File: src/sv/dc_pkg.sv
// Shared types and constants for the density clustering block.
// Holds the command, register index and sequencer state codes.
// No dependencies.
`default_nettype none

package dc_pkg;

    localparam int EPS_W      = 36;
    localparam int MINPTS_W   = 11;
    localparam int PCOUNT_W   = 11;
    localparam int DIMS_W     = 3;
    localparam int CFG_DATA_W = 36;
    localparam int CFG_IDX_W  = 2;
    localparam int CMD_W      = 2;

    typedef enum logic [CMD_W-1:0] {
        CMD_LOAD = 2'd0,
        CMD_RUN  = 2'd1,
        CMD_READ = 2'd2
    } t_cmd;

    typedef enum logic [CFG_IDX_W-1:0] {
        CFG_EPS         = 2'd0,
        CFG_MIN_PTS     = 2'd1,
        CFG_POINT_COUNT = 2'd2,
        CFG_DIMS        = 2'd3
    } t_cfg_idx;

    typedef enum logic [3:0] {
        ST_INIT,
        ST_IDLE,
        ST_READ,
        ST_CLEAR,
        ST_SEED,
        ST_SEED_CHK,
        ST_SCAN,
        ST_CORE,
        ST_POP,
        ST_POP_Q,
        ST_POP_CHK,
        ST_NOISE,
        ST_DONE
    } t_state;

    typedef struct packed {
        logic visited;
        logic queued;
    } t_flags;

endpackage

`default_nettype wire

File: src/sv/dc_dist.sv
// Two-stage neighbour test: per-lane squared differences, then sum and compare.
// Carries a tag alongside each pair. Uses dc_pkg for the radius width.
`default_nettype none

module dc_dist #(
    parameter int MAX_DIM     = 4,
    parameter int COORD_WIDTH = 16,
    parameter int TAG_W       = 23
) (
    input  logic                           i_clk,
    input  logic                           i_rst_n,
    input  logic                           i_valid,
    input  logic [TAG_W-1:0]               i_tag,
    input  logic [MAX_DIM*COORD_WIDTH-1:0] i_a,
    input  logic [MAX_DIM*COORD_WIDTH-1:0] i_b,
    input  logic [MAX_DIM-1:0]             i_lane_en,
    input  logic [dc_pkg::EPS_W-1:0]       i_eps,
    output logic                           o_valid,
    output logic                           o_near,
    output logic [TAG_W-1:0]               o_tag,
    output logic                           o_busy
);

    localparam int DW   = COORD_WIDTH + 1;
    localparam int SQW  = 2 * DW;
    localparam int SUMW = SQW + $clog2(MAX_DIM) + 1;
    localparam int CMPW = (SUMW > dc_pkg::EPS_W) ? SUMW : dc_pkg::EPS_W;

    logic [SQW-1:0]   r_sq [MAX_DIM];
    logic [SQW-1:0]   sq   [MAX_DIM];
    logic             r_v1;
    logic [TAG_W-1:0] r_tag1;
    logic [SUMW-1:0]  sum;

    genvar gd;
    generate
        for (gd = 0; gd < MAX_DIM; gd++) begin : g_lane
            logic signed [DW-1:0] diff;
            logic [DW-1:0]        mag;
            assign diff = DW'($signed(i_a[gd*COORD_WIDTH +: COORD_WIDTH]))
                        - DW'($signed(i_b[gd*COORD_WIDTH +: COORD_WIDTH]));
            assign mag  = diff[DW-1] ? DW'(-diff) : DW'(diff);
            assign sq[gd] = SQW'(mag) * SQW'(mag);
        end
    endgenerate

    always_comb begin
        sum = '0;
        for (int d = 0; d < MAX_DIM; d++) begin
            sum = sum + SUMW'(r_sq[d]);
        end
    end

    always_ff @(posedge i_clk) begin
        for (int d = 0; d < MAX_DIM; d++) begin
            r_sq[d] <= i_lane_en[d] ? sq[d] : '0;
        end
        r_tag1 <= i_tag;
        o_tag  <= r_tag1;
        o_near <= (CMPW'(sum) <= CMPW'(i_eps));
    end

    always_ff @(posedge i_clk) begin
        if (!i_rst_n) begin
            r_v1    <= 1'b0;
            o_valid <= 1'b0;
        end else begin
            r_v1    <= i_valid;
            o_valid <= r_v1;
        end
    end

    assign o_busy = r_v1 | o_valid;

endmodule

`default_nettype wire

File: config.mk
export PLATFORM = sky130hd
export DESIGN_NAME = dc_dist
export DESIGN_NICKNAME = d
export VERILOG_FILES = /design/src/sv/dc_pkg.sv /design/src/sv/dc_dist.sv
export SDC_FILE = /design/constraint.sdc
export NUM_CORES = 2
export LEC_CHECK = 0
export ABC_AREA = 1
export CAP_MARGIN = 20
export CORE_AREA = 2 2 267 269
export CTS_BUF_LIST = sky130_fd_sc_hd__clkbuf_4
export DETAILED_ROUTE_END_ITERATION = 7
export DIE_AREA = 0 0 269 271
export DONT_BUFFER_PORTS = 1
export GPL_TIMING_DRIVEN = 0
export PLACE_DENSITY_LB_ADDON = 0.25
export SLEW_MARGIN = 10
export SYNTH_ARGS = -nofsm -noshare
export SYNTH_HDL_FRONTEND = slang
export SYNTH_SLANG_ARGS = --single-unit
export TNS_END_PERCENT = 50
File: constraint.sdc
create_clock -name i_clk -period 10.47 [get_ports i_clk]
set_input_delay 1.047 -clock i_clk [delete_from_list [all_inputs] [get_ports i_clk]]
set_output_delay 1.047 -clock i_clk [all_outputs]
set_load 0.01 [all_outputs]
==> results_dict.tcl <==
set metrics [dict create \
    outcome "finished clean" \
    ys_async_sr_fraction 0 \
    grt_pass1_wl_mm 189.1 \
    overflow 0 \
    avgSynthCellArea_sq_um 7.987 \
    post_cts_buffers 0 \
    dr.first_iter.drc_count 2850 \
    max_slew_margin 0.2414 \
    skew_ns 0.01360 \
    synth.yosys.warnings 0 \
    port_buffers 0 \
    setup_tns_ns 0 \
    hold_viol 0 \
    layout_common_cells "inv_1 (1494), nand2_1 (854), fa_1 (834)" \
    gp_congestion 0.9806 \
    vias 37720 \
    clock_path_buffers 2 \
    cts_max_level 4 \
    ctsResizeCount 0 \
    cts_tree "yes" \
    r2r_start "r_sq[0][2]" \
    hp-class "register to register" \
    drc 0 \
    ys_ff_latch 181 \
    cp_slowest_cell "fa_1" \
    endpoint_kind "register" \
    syn_inst 5844 \
    cp.depth 41 \
    cts-root-buf "clkbuf_4" \
    rsz0062_at_grt "false" \
    worstPathArrival_ns 9.69 \
    clk_pin_slew_ns 0.15 \
    antenna_found_initial 3 \
    fmax_mhz 109.0 \
    drtPass1Iterations 7 \
    die_height_um 271 \
    crit_top_cell "nand2_1" \
    ys_seq_area_frac 0.07763 \
    syn_to_final_growth_pct 3.629 \
    wl_per_cell_um 16.57 \
    hold_depth 0 \
    synth_edf_count 0 \
    pin_count 220 \
    syn_area_sq_mm 0.04668 \
    min_period_over_period 0.8761 \
    setup_viol 0 \
    ant_nets 0 \
    synth_flop_cell "dfxtp_1" \
    grt_max_degree 18 \
    critPathBufInv 9 \
    synth_area_leaders "fa_1 (36%), ha_1 (15%), inv_1 (12%), dfxtp_1 (7.8%), nand2_1 (6.9%)" \
    timing.critical_path.max_delay_family "adder cells" \
    worstPathRequired_ns 10.98 \
    layout-drive-gt1-share 0.05433 \
    yosys.area.top_type "fa_1" \
    cp_max_fo 10 \
    nNetsFinal 7501 \
    coreArea_sq_mm 0.06979 \
    cts_hold_buf 0 \
    first_global_vias 38800 \
    start_util 0.6689 \
    worstRegToRegCells 21 \
    whs_ns 0.3431 \
    tightest_slew_ns 1.124 \
    fill_cells 5761 \
    netlist.area_leader.share 0.3577 \
    finalWirelength_mm 113.8 \
    yosysUniqueCellTypes 67 \
    insertion_delay_ns 0.63 \
    cts_buffers 17 \
    worstSetupStartpoint "i_a[32]" \
    dp_hpwl_mm 99.47 \
    clock_sinks 181 \
    drv_slew 0 \
    drv_cap 0 \
    layout_commonest_cell "inv_1" \
    min_from "r_tag1[10]" \
    critPathLaunchType "input pin" \
    grt_usage 0.3271 \
    rows 97 \
    fin_crit_ns 9.173 \
    slowest_delay_ns 0.59 \
    die-area_sq_mm 0.07290 \
    critical_path_class "input pin to register" \
    die_x_um 269 \
    vias_per_cell 5.491 \
]
==> registers in the layout, summed over array words and instances (netlist names) <==
register and count:
r_v1 1, o_near 1, r_tag1 23, o_tag 23
r_sq 132, o_valid 1
==> synthesized netlist by cell type (40+ instances only) <==
cell type  number
fa_1          834
dfxtp_1       181
inv_1        1494
xor2_1         56
nor2_1        530
nand3_1       158
o21ai_0       193
nand2_2        54
nand2_1       854
ha_1          559
nand4_1        62
o21a_1         40
a21oi_1       359
inv_2          71
==> metrics by stage <==
step / setup slack [ns] / std cells / cell area (sq um) / utilization
after floorplan: 2.328 / 5893 / 46860 / -
after CTS: 1.448 / 6867 / 48370 / 0.6931
after detailed placement: 0.7691 / 6835 / 48050 / 0.6885
final: 1.297 / 6869 / 48370 / 0.6931
after global routing: 0.5398 / 6869 / 48370 / 0.6931
after global placement: 0.8639 / 6833 / 48040 / 0.6884
==> final cells by class <==
cell class | count | area, sq um | area share
clock buffer | 17 | 127.6 | 0.002638
multi-input combinational | 4067 | 36870 | 0.7621
sequential | 181 | 3623 | 0.07491
clock inverter | 15 | 191.4 | 0.003958
antenna | 2 | 5.005 | 0.0001035
inverter | 1575 | 5927 | 0.1225
timing repair buffer | 2 | 10.01 | 0.0002069
tap | 940 | 1176 | 0.02431
buffer | 70 | 445.4 | 0.009208
==> worst reg2reg max path, stage by stage, from the launching register on <==
cell	delay [ns]
dfxtp_1	0.48
fa_1	0.46
inv_1	0.11
fa_1	0.47
fa_1	0.42
inv_1	0.07
nand3_1	0.06
nand2_1	0.11
a21oi_1	0.11
o21ai_0	0.63
a21oi_1	0.32
o21ai_0	0.38
a21oi_1	0.20
xnor2_1	0.40
ha_1	0.19
nand2_1	0.08
nor4_1	0.37
o21ai_0	0.14
o2111ai_1	0.31
a21oi_1	0.15
o21bai_1	0.17
nand2_1	0.13
==> logic make-up after synthesis <==
family / Yosys count / share of synthesized area
AO/OA/AOI/OAI: 710 / 0.08607
XOR/XNOR: 107 / 0.02498
adder cells (fa/ha/maj): 1393 / 0.5075
buffers and inverters: 1645 / 0.1365
flip-flops: 181 / 0.07763
other: 2 / 0.0001609
AND/OR/NAND/NOR: 1806 / 0.1671
==> layer usage <==
layer  up-vias  routed length, um  global-route usage
met3       218               9266             0.05233
li1      17810                  -                   -
met2      1384              53530              0.5379
met1     18310              48210              0.4530
met5         -                  0                   0
met4         0               2797             0.08173
==> worst paths after layout <==
kind / end / slack (ns)
worst min-delay path: o_tag[10] / 0.34
worst max register to register: o_near / 4.59
worst max-delay path: r_sq[2][31] / 1.30
worst min register to register: o_tag[10] / 0.34
Power is left out: the tool's default activity adds up to more than one toggle a clock period on the data nets, which glitch-free logic cannot reach.
